## config.mk

```make
export PLATFORM = sky130hd
export DESIGN_NAME = keypad_scan_digit_shift_display_unit
export DESIGN_NICKNAME = d
export VERILOG_FILES = /design/src/design/kpsd_pkg.sv /design/src/design/kpsd_step.sv /design/src/design/keypad_scan_digit_shift_display_unit.sv
export SDC_FILE = /design/constraint.sdc
export NUM_CORES = 1
export LEC_CHECK = 0
export BUFFER_PORTS_ARGS = -buffer_cell sky130_fd_sc_hd__buf_2
export CAP_MARGIN = 15
export CORE_MARGIN = 2
export CORE_UTILIZATION = 60
export DETAILED_ROUTE_END_ITERATION = 7
export HOLD_SLACK_MARGIN = 0.15
export PLACE_DENSITY = 0.83
export SLEW_MARGIN = 20
export SYNTH_ARGS = -nofsm -noshare
export SYNTH_HDL_FRONTEND = slang
export SYNTH_SLANG_ARGS = --single-unit
```

## constraint.sdc

```tcl
create_clock -name clk -period 6.7 [get_ports clk]
set_input_delay 1.005 -clock clk [delete_from_list [all_inputs] [get_ports clk]]
set_output_delay 1.005 -clock clk [all_outputs]
set_load 0.05 [all_outputs]
```

## src/design/kpsd_pkg.sv

```systemverilog
// shared types and constants for the keypad scan digit shift display unit
`timescale 1ns / 1ps
package kpsd_pkg;

	localparam int DIGITS       = 8;
	localparam int SHOWN_DIGITS = 8;
	localparam int ROWS         = 4;
	localparam int ROW_W        = $clog2(ROWS);
	localparam int DIGIT_W      = 5;
	localparam int KEY_W        = 4;
	localparam int COL_W        = 4;

	localparam logic [DIGIT_W-1:0] BLANK_DIGIT = DIGIT_W'(16);

	// one-hot column codes, column 1 is the top bit
	localparam logic [COL_W-1:0] COL_ONE   = 4'b1000;
	localparam logic [COL_W-1:0] COL_TWO   = 4'b0100;
	localparam logic [COL_W-1:0] COL_THREE = 4'b0010;
	localparam logic [COL_W-1:0] COL_FOUR  = 4'b0001;

	typedef logic [DIGIT_W-1:0] digit_t;
	typedef logic [DIGITS-1:0][DIGIT_W-1:0] digit_vec_t;
	typedef logic [ROW_W-1:0] row_t;
	typedef logic [COL_W-1:0] cols_t;

	typedef struct packed {
		logic reverse;
		logic held;
		row_t row;
	} ctrl_t;

endpackage

```

## src/design/kpsd_step.sv

```systemverilog
// next-state logic for one poll tick: switch toggle, key decode and digit shift
`timescale 1ns / 1ps
module kpsd_step (
	input  kpsd_pkg::ctrl_t     ctrl,
	input  kpsd_pkg::digit_vec_t digits,
	input  logic                switch_down,
	input  kpsd_pkg::cols_t     column_sense,
	output kpsd_pkg::ctrl_t     ctrl_next,
	output kpsd_pkg::digit_vec_t digits_next,
	output logic                changed
);
	import kpsd_pkg::*;

	logic             key_hit;
	logic [KEY_W-1:0] key_col;
	logic [KEY_W-1:0] key;

	// column position within the row, zero-based
	always_comb begin
		key_hit = 1'b1;
		key_col = '0;
		unique case (column_sense)
			COL_ONE:   key_col = KEY_W'(0);
			COL_TWO:   key_col = KEY_W'(1);
			COL_THREE: key_col = KEY_W'(2);
			COL_FOUR:  key_col = KEY_W'(3);
			default:   key_hit = 1'b0;
		endcase
	end

	// row*4 + col + 1, with the last key wrapping to 0 in four bits
	assign key = KEY_W'({ctrl.row, 2'b00}) + key_col + KEY_W'(1);

	always_comb begin
		ctrl_next   = ctrl;
		digits_next = digits;
		changed     = 1'b0;

		if (!ctrl.held && switch_down) begin
			ctrl_next.reverse = ~ctrl.reverse;
			ctrl_next.held    = 1'b1;
			changed           = 1'b1;
			for (int i = 0; i < DIGITS; i++) begin
				digits_next[i] = BLANK_DIGIT;
			end
		end

		if (!ctrl_next.held) begin
			ctrl_next.row = ctrl.row + row_t'(1);
			if (key_hit) begin
				changed        = 1'b1;
				ctrl_next.held = 1'b1;
				if (!ctrl.reverse) begin
					for (int i = 1; i < DIGITS; i++) begin
						digits_next[i] = digits[i-1];
					end
					digits_next[0] = {1'b0, key};
				end else begin
					for (int i = 0; i < DIGITS - 1; i++) begin
						digits_next[i] = digits[i+1];
					end
					digits_next[DIGITS-1] = {1'b0, key};
				end
			end
		end

		// release seen on the same tick's inputs
		if (ctrl_next.held && !switch_down && column_sense == '0) begin
			ctrl_next.held = 1'b0;
		end
	end

endmodule

```

## src/design/keypad_scan_digit_shift_display_unit.sv

```systemverilog
// keypad scanner with shifting hex-digit display, top level
//
//  channel | handshake            | payload
//  --------+----------------------+---------------------------------------------
//  in      | in_valid / in_ready  | switch_down, column_sense
//  out     | out_valid / out_ready| sense_row, display_changed, reversed, digits
//
// an accepted tick is registered, then evaluated against the scan state and
// placed in the result register; one tick per cycle is sustained while the
// output is not stalled. reset blanks all digits, clears direction and hold and
// points the scan at row 0. a stall on the output holds the result register and
// a full input register, and input is taken again as soon as the result moves
`timescale 1ns / 1ps
module keypad_scan_digit_shift_display_unit (
	input  logic                   clk,
	input  logic                   arst_n,
	input  logic                   in_valid,
	output logic                   in_ready,
	input  logic                   switch_down,
	input  logic [3:0]             column_sense,
	output logic                   out_valid,
	input  logic                   out_ready,
	output logic [1:0]             sense_row,
	output logic                   display_changed,
	output logic                   reversed,
	output logic [4:0]             digit_zero,
	output logic [4:0]             digit_one,
	output logic [4:0]             digit_two,
	output logic [4:0]             digit_three,
	output logic [4:0]             digit_four,
	output logic [4:0]             digit_five,
	output logic [4:0]             digit_six,
	output logic [4:0]             digit_seven
);
	import kpsd_pkg::*;

	// input register
	logic  valid_s1;
	logic  switch_s1;
	cols_t cols_s1;

	// scan state
	ctrl_t      ctrl_q;
	digit_vec_t digits_q;

	ctrl_t      ctrl_next;
	digit_vec_t digits_next;
	logic       changed;

	// result register
	logic       out_valid_q;
	row_t       out_row_q;
	logic       out_changed_q;
	logic       out_rev_q;
	digit_vec_t out_digits_q;

	logic [SHOWN_DIGITS-1:0][DIGIT_W-1:0] shown;

	logic advance;

	assign advance  = !out_valid_q || out_ready;
	assign in_ready = !valid_s1 || advance;

	kpsd_step u_step (
		.ctrl         (ctrl_q),
		.digits       (digits_q),
		.switch_down  (switch_s1),
		.column_sense (cols_s1),
		.ctrl_next    (ctrl_next),
		.digits_next  (digits_next),
		.changed      (changed)
	);

	always_ff @(posedge clk or negedge arst_n) begin
		if (!arst_n) begin
			valid_s1 <= 1'b0;
		end else if (in_ready) begin
			valid_s1 <= in_valid;
		end
	end

	always_ff @(posedge clk) begin
		if (in_ready && in_valid) begin
			switch_s1 <= switch_down;
			cols_s1   <= column_sense;
		end
	end

	always_ff @(posedge clk or negedge arst_n) begin
		if (!arst_n) begin
			ctrl_q      <= '0;
			out_valid_q <= 1'b0;
			for (int i = 0; i < DIGITS; i++) begin
				digits_q[i] <= BLANK_DIGIT;
			end
		end else if (advance) begin
			out_valid_q <= valid_s1;
			if (valid_s1) begin
				ctrl_q   <= ctrl_next;
				digits_q <= digits_next;
			end
		end
	end

	always_ff @(posedge clk) begin
		if (advance && valid_s1) begin
			out_row_q     <= ctrl_next.row;
			out_changed_q <= changed;
			out_rev_q     <= ctrl_next.reverse;
			out_digits_q  <= digits_next;
		end
	end

	// digits beyond the stored count read as blank
	for (genvar g = 0; g < SHOWN_DIGITS; g++) begin : g_shown
		if (g < DIGITS) begin : g_kept
			assign shown[g] = out_digits_q[g];
		end else begin : g_blank
			assign shown[g] = BLANK_DIGIT;
		end
	end

	assign out_valid       = out_valid_q;
	assign sense_row       = out_row_q;
	assign display_changed = out_changed_q;
	assign reversed        = out_rev_q;
	assign digit_zero      = shown[0];
	assign digit_one       = shown[1];
	assign digit_two       = shown[2];
	assign digit_three     = shown[3];
	assign digit_four      = shown[4];
	assign digit_five      = shown[5];
	assign digit_six       = shown[6];
	assign digit_seven     = shown[7];

endmodule
```

Word-level counts from Yosys, hierarchy flattened

Index checks and enable logic that the tools add are counted.

Logic and storage cells: 61
Bits in registers: 95
Output and inout port bits: 46

Bitwise gates (word level): 1
Reductions and logical operators: 14
Mux-type cells: 13
Equal/unequal tests: 4
Add/subtract/negate cells: 3

Operator list:

| cell                  | count |
|---|---|
| $mux W40              | 4 |
| $mux W1               | 6 |
| $pmux W2 S3           | 1 |
| $logic_and A1 B1 Y1   | 5 |
| $add A4 B1 Y4 const B | 1 |
| $add A4 B2 Y4         | 1 |
| $eq A4 B1 Y1 const B  | 1 |
| $eq A4 B2 Y1 const B  | 1 |
| $eq A4 B3 Y1 const B  | 1 |
| $eq A4 B4 Y1 const B  | 1 |
| $logic_not A1 Y1      | 4 |
| $logic_not A4 Y1      | 1 |
| $reduce_or A4 Y1      | 1 |
| $mux W3               | 1 |
| $add A2 B1 Y2 const B | 1 |
| $logic_or A1 B1 Y1    | 2 |
| $mux W2               | 1 |
| $reduce_and A2 Y1     | 1 |
| $not A1 Y1            | 1 |

Depth between registers and ports, before layout

Gate-level depths: netlist of the first run.

Depth in word-level cells: 8
Depth in mapped cells: 9
Depth with buffers taken out: 8

Modules after synthesis

Synthesis of the first run repeated with hierarchy kept, for this count alone.

Cells, all modules: 280
Area total of the unflattened synthesis: 4406.7 um^2

By module, submodules not included:

| module                               | times used | cells each | sequential area each (um^2) | area each (um^2) |
|---|---|---|---|---|
| keypad_scan_digit_shift_display_unit | 1          | 150        | 2632.5                      | 3374.5 |
| kpsd_step                            | 1          | 130        | 0.0                         | 1032.2 |

Worst setup path before layout of the first run

Ideal clock, no wire load.

Kind: input port to flip-flop
Start: in out_ready
End: reg ctrl_q[1] (netlist name)
Required time: 6574 ps
Data arrival time: 3132 ps
Cell stages on the path: 6
Slack: 3442 ps
Buffers on the path: 1
Library setup time: 126 ps
Cells stage by stage: nand2b_1 nand2_1 inv_1 clkbuf_1 nand3_1 xnor2_1

Longest elaborated chain between the ends: 2

RTL lines:

| what                        | line                                       | text |
|---|---|---|
| from (decl)                 | keypad_scan_digit_shift_display_unit.sv:22 | `input logic out_ready,` |
| $logic_or A1 B1 Y1          | keypad_scan_digit_shift_display_unit.sv:61 | `assign advance = !out_valid_q \|\| out_ready;` |
| $reduce_and A2 Y1 (no line) | n/a                                        |  |
| to (signal assigned)        | keypad_scan_digit_shift_display_unit.sv:99 | `ctrl_q <= ctrl_next;` |
| to (decl)                   | keypad_scan_digit_shift_display_unit.sv:43 | `ctrl_t ctrl_q;` |

Every way passes these cells.
A chain may end at the register's enable or synchronous reset.

Worst setup path in the final report of the first run

Start: in out_ready
End: reg digits_q[38] (netlist name)

Longest elaborated chain between the ends: 2

RTL lines:

| what                        | line                                        | text |
|---|---|---|
| $logic_or A1 B1 Y1          | keypad_scan_digit_shift_display_unit.sv:61  |  |
| $reduce_and A2 Y1 (no line) | n/a                                         |  |
| to (signal assigned)        | keypad_scan_digit_shift_display_unit.sv:100 | `digits_q <= digits_next;` |
| to (decl)                   | keypad_scan_digit_shift_display_unit.sv:44  | `digit_vec_t digits_q;` |

Every way passes these cells.

==> results.md, run 1 <==
* Status: complete, no violations
* Critical path class: in2reg
* Top cell type's share of synthesized area at between 30% and 40%
* Root buffer cell: clkbuf_8
* Achievable Freq at approximately 330 MHz
* Mapped Nets at 359
* H-tree depth at 3
* I/O pin count at 55
* Clock power frac at 24.6%
* Synthesized flop and latch total at 95
* Part of the power in combinational logic at 29.8%
* Post-synth EDFFs at 49
* FFs w/ async S/R, synth at 48.4%
* Post-Route Utilization at 68.7%
* Final hold vios at 0
* Global route total overflow at 0
* Pin count of the biggest net entering global routing at 58
* Max VDD drop at 0.187 mV
* Synthesized area per cell at 13.0 µm²
* YS warnings at 0
* Dpl cells at 478
* Clock transition at path regs at 80 ps
* Arr. time, crit path at approximately 3200 ps
* Worst Slack Setup Final at 3700 ps
* Clock skew at approximately 7.6 ps
* Core outline area at between 7000 and 8000 µm²
* Pwr dens at 348 nW/µm²
* CP startpoint kind: primary input
* Tmin final at about 3000 ps
* Period utilisation layout at 44.7%
* DRT iter0 DRCs at 418
* CP Capture Type: flop
* Clk_lat worst skew at 370 ps
* Cell count after synthesis at around 350
* Clock buffer depth at 2
* First-pass GRT wire length at 14,800 µm
* # DRC at 0
* Max cap viols at 0
* HPWL Detailed at 5820 µm
* Pint at 1120 µW
* Slew headroom at 42.5%
* Initial cell density of the core at 62.0%
* Post-cts resize count at 0
* Most frequent cells in the layout: buf_2 (54), edfxtp_1 (49), inv_1 (38)
* Routed WL at 9160 µm
* Cell taking the most area after synthesis: edfxtp_1
* Port Buffers at 54
* Avg WL per Cell at 18.5 µm
* Leakage at 0.00195 µW
* Setup TNS at 0 ps
* Worst slew pin tran at 862 ps
* Total die area at 8240 µm²
* RSZ-0062 raised after global routing: no
* Rows at 31
* # nets final at 400
* Initial antenna violation count at 0
* HP Class: reg2reg
* Post CTS Setup Buffer Count at 0
* Worst EP required at 6930 ps
* Diode count at 0
* Hold Buf Count CTS at 0
* Crit-path max FO at 54
* Cell Count, Final, Fillers Out at between 400 and 500
* Setup Slack @ Placement at 3020 ps
* Chip height at 90.8 µm
* GRT Util Overall at 23.1%
* Pre-Repair DR Iteration Count at 5
* Mapped Area at 4520 µm²
* TritonCTS clock tree: built
* Commonest non-fill, non-tap cell in the layout: buf_2
* Synth top area cells: edfxtp_1 (33%), dfrtp_1 (21%), mux2i_1 (7.3%)
* Layout cells sized above 1 at 29.1%
* Fillcell total at ~560
* Antenna Violating Nets Remaining at 0
* Register area share after synthesis at about three fifths
* Die Wd at around 91 µm
* Vias/cell at around 6.3
* Max-slew violations at 0
* Synth Flop Type: edfxtp_1
* Synth cell types at 50
* Number of global-route vias before repair at 2,904
* R2R Setup Slk at 4130 ps
* Net Sw Power at approximately 630 µW
* Sw frac at 36.1%
* Clock tree sinks at 95
* Area Overhead vs Synth at 10.8%
* Final setup vio count at 0
* Number of CTS-inserted buffers at 9
* RD Place Congestion at 0.852
* DR vias at between 3,000 and 4,000
* Sequential fraction of design power at roughly 46%
==> worst paths after layout <==
path,from,end,cells past startpoint
worst min register to register,digits_q[4],digits_q[4],2
max in group asynchronous,arst_n,ctrl_q[3],2
min in group asynchronous,arst_n,digits_q[35],2
worst max-delay path,out_ready,digits_q[38],6
worst min-delay path,digits_q[4],digits_q[4],2
worst max register to register,out_valid,digits_q[38],5
==> final cells by class <==
class,instances,area [µm²],area share (%)
Clock inverter,6,91.3,1.82
Multi-Input combinational cell,185,1570,31.3
Clock buffer,10,138,2.75
Timing Repair Buffer,58,300,6.00
Inverter,41,155,3.10
Tap cell,99,124,2.47
Sequential cell,95,2630,52.6
==> cell usage after synthesis, types with 5 or more instances <==
cell type / count
edfxtp_1: 49
o32ai_1: 28
inv_1: 39
buf_4: 6
o22ai_2: 18
a22oi_1: 7
buf_6: 6
buf_2: 9
nand2_1: 11
nor2_1: 11
dfstp_2: 8
xnor2_1: 7
a32oi_1: 8
dfrtp_1: 38
o22ai_1: 11
mux2i_1: 33
o21ai_0: 5
clkbuf_1: 6
==> critical path, stage by stage <==
cell and delay (ps):
buf_2 100, nand2b_1 170, nand2_2 490, clkinv_2 870, nand2_1 460, o32ai_1 120
==> layer usage <==
| metal | vias to the layer above | global-route usage, % | wire (µm) |
|---|---|---|---|
| met5 | - | 0 | 0 |
| met4 | 0 | 8.96 | 191 |
| met3 | 20 | 4.34 | 589 |
| met2 | 153 | 35.1 | 4520 |
| met1 | 1521 | 33.4 | 3860 |
| li1 | 1404 | - | - |
==> flip-flops by register name (all words and copies together) (netlist names), 2 cells and up <==
name,count
digit_six,5
digit_one,5
ctrl_q,4
digit_two,5
cols_s1,4
sense_row,2
digit_five,5
digit_seven,5
digit_zero,5
digits_q,40
digit_three,5
digit_four,5
==> power groups by stage <==
stage	sequential, µW	clock, µW	combinational, µW
finish	796	429	519
global route	807	456	551
floorplan	880	0	340
global placement	800	0	501
detailed placement	807	0	512
CTS	795	429	515
==> cell families (layout without fill, tap and decap cells) <==
family                     after synthesis  after routing  share of synthesized area, %
adders and majority gates                1              1                         0.277
DFF                                     95             95                          58.2
and+or+nand+nor                         45             45                          5.31
muxes                                   35             35                          7.81
AOI/OAI and AO/OA                       94             94                          18.8
xor gates and xnor gates                10             10                          2.10
buffers and inverters                   69            115                          7.47
==> per-stage QoR <==
| step | instance area (µm²) | hold slack (ps) | power, µW |
|---|---|---|---|
| 2_1_floorplan | 4520 | 459 | 1220 |
| 3_3_place_gp | 4770 | 474 | 1300 |
| 3_5_place_dp | 4770 | 481 | 1320 |
| 4_1_cts | 5000 | 498 | 1740 |
| 5_1_grt | 5010 | 511 | 1810 |
| 6_report | 5010 | 499 | 1740 |
No activity file was read; power rests on OpenSTA's default activity.
==> run 2: changes to the inputs <==
--- a/config.mk
+++ b/config.mk
@@ -8,10 +8,10 @@
 export BUFFER_PORTS_ARGS = -buffer_cell sky130_fd_sc_hd__buf_2
 export CAP_MARGIN = 15
 export CORE_MARGIN = 2
-export CORE_UTILIZATION = 60
+export CORE_UTILIZATION = 58
 export DETAILED_ROUTE_END_ITERATION = 7
 export HOLD_SLACK_MARGIN = 0.15
-export PLACE_DENSITY = 0.83
+export PLACE_DENSITY = 0.81
 export SLEW_MARGIN = 20
 export SYNTH_ARGS = -nofsm -noshare
 export SYNTH_HDL_FRONTEND = slang
==> constraint.sdc (replaced) <==
create_clock -name clk -period 3.1 [get_ports clk]
set_input_delay 0.465 -clock clk [delete_from_list [all_inputs] [get_ports clk]]
set_output_delay 0.465 -clock clk [all_outputs]
set_load 0.05 [all_outputs]
==> run 2 against run 1 <==
Against the previous run:
- critical path depth is 1 lower
- die area increased by 3.3%
- count of clock-buffer cells in the layout decreased by 1
- setup slack got worse by 3100 ps
- total power rose by 120%
- via count fell by 2.3%
- first-iteration DRC count down 33%
- non-clock buffer count increased by 4
- sequential power is 120% higher
- sequential cell count unchanged
- cell count grew 1.4%
- critical endpoint is now digit_one[1]
- largest power group unchanged
==> results.md, run 2 (synthesis results as in run 1) <==
* Chip height at 92.3 µm
* Worst Reg2Reg Path Length in Cells at 5
* RD Place Congestion at 0.822
* Status: complete, no violations
* Final setup vio count at 0
* Post-cts resize count at 0
* DRT iter0 DRCs at 280
* Met2 GRT Util at 39.0%
* Max reg flops at 40
* Clock buffer depth at 2
* Clk_lat worst skew at 360 ps
* Clock tree sinks at 95
* Final hold vios at 0
* Crit-path max FO at 30
* Clock power frac at 25.5%
* I/O pin count at 55
* RSZ-0062 raised after global routing: no
* Met3 Use GR at 3.78%
* Busiest grt layer: met2
* Area Overhead vs Synth at 11.7%
* Max-slew violations at 0
* Commonest non-fill, non-tap cell in the layout: buf_2
* Post-route cell area at 5050 µm²
* Worst EP required at 3170 ps
* Hold Buf Count CTS at 0
* Fillcell total at around 570
* Critical path class: reg2reg
* Part of the power in combinational logic at 28.2%
* Number of global-route vias before repair at 3,046
* Max VDD drop at roughly 0.57 mV
* Core outline area at 7650 µm²
* Number of CTS-inserted buffers at 9
* Reg with most FFs: digits_q
* Vias/cell at 6.04
* Period utilisation layout at ~79%
* Pre-Repair DR Iteration Count at 4
* Rows at 32
* Root buffer cell: clkbuf_8
* Critical path startpoint: cols_s1[3]
* First-pass GRT wire length at about 15,000 µm
* Diode count at 0
* # nets final at 404
* Port Buffers at 54
* Worst Setup EP: digit_one[1]
* Routed WL at 9330 µm
* Pint at roughly 2500 µW
* Pin count of the biggest net entering global routing at slightly below 60
* R2R Setup Slk at 650 ps
* # DRC at 0
* Footprint of the multi-input gates at 1560 µm²
* Max cap viols at 0
* Avg WL per Cell at 18.6 µm
* Arr. time, crit path at 2530 ps
* Setup Slack @ Placement at approximately 670 ps
* Worst flop-to-flop path endpoint: digit_one[1]
* Sequential fraction of design power at 46.3%
* CP Capture Type: flop
* HPWL Detailed at ~5900 µm
* Most frequent cells in the layout: buf_2 (54), edfxtp_1 (49), inv_1 (38)
* Global route total overflow at 0
* Hold_ws at 153 ps
* Clock skew at 9.10 ps
* Achievable Freq at 407 MHz
* Die Wd at between 90 and 100 µm
* Sw frac at 35.1%
* Setup TNS at 0 ps
* CP startpoint kind: flop
* Placed Instance Area at 4810 µm²
* TritonCTS clock tree: built
* Slew headroom at about 44%
* Initial antenna violation count at 0
* Clock transition at path regs at 90 ps
* Layout cells sized above 1 at 29.3%
* Origin of the critical flop-to-flop path: cols_s1[3]
* Antenna Violating Nets Remaining at 0
* Total die area at 8520 µm²
* Tmin final at 2450 ps
* Sequential cell area at around 2600 µm²
* DR vias at 3,026
* H-tree depth at 3
* Worst Slack Setup Final at around 650 ps
* Net Sw Power at 1340 µW
* HP Class: in2async
* Global Route met1 Usage at between 30 and 40%
* Worst slew pin tran at 835 ps
* Leakage at 0.00199 µW
* Post CTS Setup Buffer Count at 0
* Pwr dens at 756 nW/µm²
* Initial cell density of the core at 59.1%
* GRT Util Overall at 23.4%
[run 2: layer usage]
metal	vias to the layer above	part of all wire [%]
met5	-	0
met4	0	1.9
met3	13	5.8
met2	106	51
met1	1495	41
li1	1412	-
[run 2: how the worst min path moves through the flow]
stage               slack [ps]  cells after the start           end
finish                     150                      1  digits_q[22]
CTS                        170                      1  digits_q[26]
global placement           470                      2   digits_q[4]
detailed placement         480                      2   digits_q[4]
global route               180                      1  digits_q[26]
floorplan                  170                      0     ctrl_q[0]
[run 2: area by class of cell]
cell class | instances | share of cell area (%)
clock buffers | 9 | 2.45
multi-input cells | 185 | 30.9
inverters | 41 | 3.05
flip-flops and latches | 95 | 52.1
well taps | 102 | 2.53
repair buffers | 62 | 6.54
clock inverters | 7 | 2.35
[run 2: worst max-delay path, cell delays in order, from the launching register on]
cell and delay, ps:
edfxtp_1 520, xor2_2 290, a2111oi_4 120, or3_4 470, inv_2 590, o22ai_1 170
[run 2: per-stage QoR]
| step | utilization (%) | power (µW) | cells |
|---|---|---|---|
| floorplan | - | 2640 | 349 |
| global route | 66.1 | 3990 | 501 |
| global placement | 62.9 | 2830 | 485 |
| CTS | 66.1 | 3820 | 501 |
| detailed placement | 62.9 | 2860 | 485 |
| finish | 66.1 | 3820 | 501 |
[run 2: power by group through the flow]
stage          Combinational, µW  Sequential [µW]  Clock [µW]
2_1_floorplan                735             1900           0
3_3_place_gp                1050             1790           0
3_5_place_dp                1070             1790           0
4_1_cts                     1080             1770         983
5_1_grt                     1150             1800        1050
6_report                    1080             1770         972
==> run 3: changes to the inputs <==
--- a/config.mk
+++ b/config.mk
@@ -5,13 +5,14 @@
 export SDC_FILE = /design/constraint.sdc
 export NUM_CORES = 1
 export LEC_CHECK = 0
+export ABC_AREA = 1
 export BUFFER_PORTS_ARGS = -buffer_cell sky130_fd_sc_hd__buf_2
 export CAP_MARGIN = 15
 export CORE_MARGIN = 2
 export CORE_UTILIZATION = 58
 export DETAILED_ROUTE_END_ITERATION = 7
 export HOLD_SLACK_MARGIN = 0.15
-export PLACE_DENSITY = 0.81
+export PLACE_DENSITY = 0.8
 export SLEW_MARGIN = 20
 export SYNTH_ARGS = -nofsm -noshare
 export SYNTH_HDL_FRONTEND = slang
==> constraint.sdc (replaced) <==
create_clock -name clk -period 2.5 [get_ports clk]
set_input_delay 0.375 -clock clk [delete_from_list [all_inputs] [get_ports clk]]
set_output_delay 0.375 -clock clk [all_outputs]
set_load 0.05 [all_outputs]
==> run 3 against run 2 <==
Against the previous run:
- register-to-register slack lost 160 ps
- setup slack lost 160 ps
- via count grew 9.5%
- sequential share of layout area shrank 0.73 points
- clock skew shrank 1.6 ps
- critical endpoint is now digit_zero[1]
- first-iteration DRC count grew 3.6%
- cell area grew 1.4%
- cell count grew 20%
- core utilization grew 0.24 points
- worst hold slack gained 29 ps
- area after synthesis grew 1.9%
- clock power shrank 5.6%
==> results.md, run 3 <==
* Clk_lat worst skew at 360 ps
* Leakage at approximately 0.0024 µW
* Placed Instance Area at just under 5000 µm²
* Max reg flops at 40
* Critical path cell sequence: nor2_1, nand2_1, nand2_2, nand2_4, buf_12, nand3_1, o21ai_2
* Area Overhead vs Synth at 11.2%
* Most frequent cells in the layout: nand2_1 (154), buf_2 (54), edfxtp_1 (49)
* Clock tree sinks at 95
* Root buffer cell: clkbuf_8
* Die Wd at 93.1 µm
* YS warnings at 0
* Final hold vios at 0
* Post-synth EDFFs at 49
* Diode count at 0
* Adder-cell share of the synthesized area at 0.272%
* Worst EP required at 2610 ps
* Achievable Freq at 496 MHz
* Routed WL at 9110 µm
* Top cell type's share of synthesized area at 31.9%
* Critical path class: reg2reg
* Buf+Inv Stages, Crit Path at 1
* Hold Buf Count CTS at 1
* Combinational family with the most area after synthesis: simple AND/OR/NAND/NOR gates
* Avg WL per Cell at 15.2 µm
* Max VDD drop at 0.505 mV
* Post CTS Setup Buffer Count at 0
* Vias/cell at 5.53
* Initial antenna violation count at 0
* Reg with most FFs: digits_q
* Period utilisation layout at a little over 80%
* Number of global-route vias before repair at 3,140
* Post-Synth Simple-Gate Area at 20.7%
* Cell taking the most area after synthesis: edfxtp_1
* Setup TNS at 0 ps
* Pin count of the biggest net entering global routing at 56
* Layout cells sized above 1 at between 20% and 30%
* Most frequent cell after synthesis: nand2_1
* Total die area at 8670 µm²
* Rows at 32
* HPWL Detailed at 6020 µm
* Max cap viols at 0
* Slowest CP cell: edfxtp_1
* Critical path's top delay family: simple AND/OR/NAND/NOR gates
* Port Buffers at 54
* Mapped Nets at between 400 and 500
* Chip height at 93.1 µm
* DRT iter0 DRCs at 290
* HP Class: in2reg
* H-tree depth at 3
* Max-slew violations at 0
* Mapped Area at 4610 µm²
* Tmin final at 2020 ps
* Post-route cell area at 5120 µm²
* Antenna Violating Nets Remaining at 0
* Synthesized flop and latch total at 95
* Register area share after synthesis at 57.1%
* Pwr dens at 947 nW/µm²
* Clock transition at path regs at around 90 ps
* # DRC at 0
* Multiplexer area fraction after synthesis at 5.87%
* Pre-Repair DR Iteration Count at 5
* RSZ-0062 raised after global routing: no
* Core outline area at 7730 µm²
* Clock skew at 7.52 ps
* I/O pin count at 55
* FFs w/ async S/R, synth at 48.4%
* Synth cell types at 30
* Complex-gate fraction of the synthesized area at 9.48%
* Global route total overflow at 0
* Slew headroom at 41.1%
* Worst stage delay on the critical path at 450 ps
* Synth Flop Type: edfxtp_1
* Worst slew pin tran at about 880 ps
* Clock buffer depth at 2
* Synth top cells by count: nand2_1 (154), edfxtp_1 (49), dfrtp_1 (38), o21ai_2 (28), mux2i_1 (27)
* TritonCTS clock tree: built
* Initial cell density of the core at 59.6%
* Synth top area cells: edfxtp_1 (32%), dfrtp_1 (21%), nand2_1 (13%)
* Crit-path max FO at 55
* Final setup vio count at 0
* Number of CTS-inserted buffers at 9
* DR vias at roughly 3,300
* Post-cts resize count at 0
* GRT Util Overall at 22.8%
* Commonest non-fill, non-tap cell in the layout: nand2_1
* Synthesized area per cell at 10.4 µm²
* CP Capture Type: flop
* RD Place Congestion at a little over 0.8
* Cell count after synthesis at 444
* Arr. time, crit path at 2130 ps
* # nets final at 502
* Post-Synth XOR/XNOR Area at less than 1%
* First-pass GRT wire length at 15,300 µm
* CP startpoint kind: flop
* Status: complete, no violations
[run 3: cell types whose count changed after synthesis, moves of 7 or more]
cell | previous run | this run
o21ai_0 | 5 | 13
o21ai_2 | 1 | 28
nand3_2 | 0 | 16
xnor2_1 | 7 | 0
nand3_1 | 2 | 25
nand2_1 | 11 | 154
o22ai_1 | 11 | 1
o32ai_1 | 28 | 0
inv_1 | 39 | 18
a32oi_1 | 8 | 0
a22oi_1 | 7 | 0
o22ai_2 | 18 | 0
[run 3: cells by family (layout without fill, tap and decap cells)]
group,Yosys count,in the layout
buffers and inverters,48,101
and+or+nand+nor,212,212
xor gates and xnor gates,4,4
AOI/OAI and AO/OA,57,57
muxes,27,27
DFF,95,95
adders and majority gates,1,1
[run 3: area by class of cell]
type | instances | area (µm²)
clock inverter | 5 | 33.8
clock buffer | 11 | 141
timing repair buffer | 64 | 398
inverter | 21 | 78.8
tap | 102 | 128
multi-input combinational | 301 | 1710
sequential | 95 | 2630
fill | 585 | 2610
[run 3: final timing paths]
kind	startpoint	end	slack, ps	depth (start not counted)
min in group asynchronous	arst_n	ctrl_q[2]	580	2
max reg2reg	cols_s1[3]	digit_zero[1]	480	7
max	cols_s1[3]	digit_zero[1]	480	7
min reg2reg	digits_q[24]	digits_q[24]	480	2
max in group asynchronous	arst_n	digits_q[34]	1270	3
min	column_sense[1]	cols_s1[1]	180	1
[run 3: layer usage]
metal / vias to the layer above / track usage [%] / routed length [µm]
li1: 1596 / - / -
met1: 1594 / 31.6 / 4080
met2: 101 / 36.1 / 4390
met3: 21 / 3.87 / 403
met4: 0 / 8.95 / 231
met5: - / 0 / 0
[run 3: metrics by stage]
stage	power [µW]	instances	hold slack (ps)	setup slack (ps)	util, %
after floorplan	3590	444	79.4	482	-
after global placement	3910	582	442	590	63.9
after detailed placement	3960	582	441	527	63.9
after CTS	4870	599	174	515	66.3
after global routing	5110	599	178	346	66.3
final	4850	599	182	482	66.3
[run 3: power breakdown]
group	total, µW	leakage, µW	switching [µW]	internal (µW)
Clock	918	0.0000853	530	387
Combinational	1690	0.00118	1200	495
Sequential	2240	0.00108	213	2030
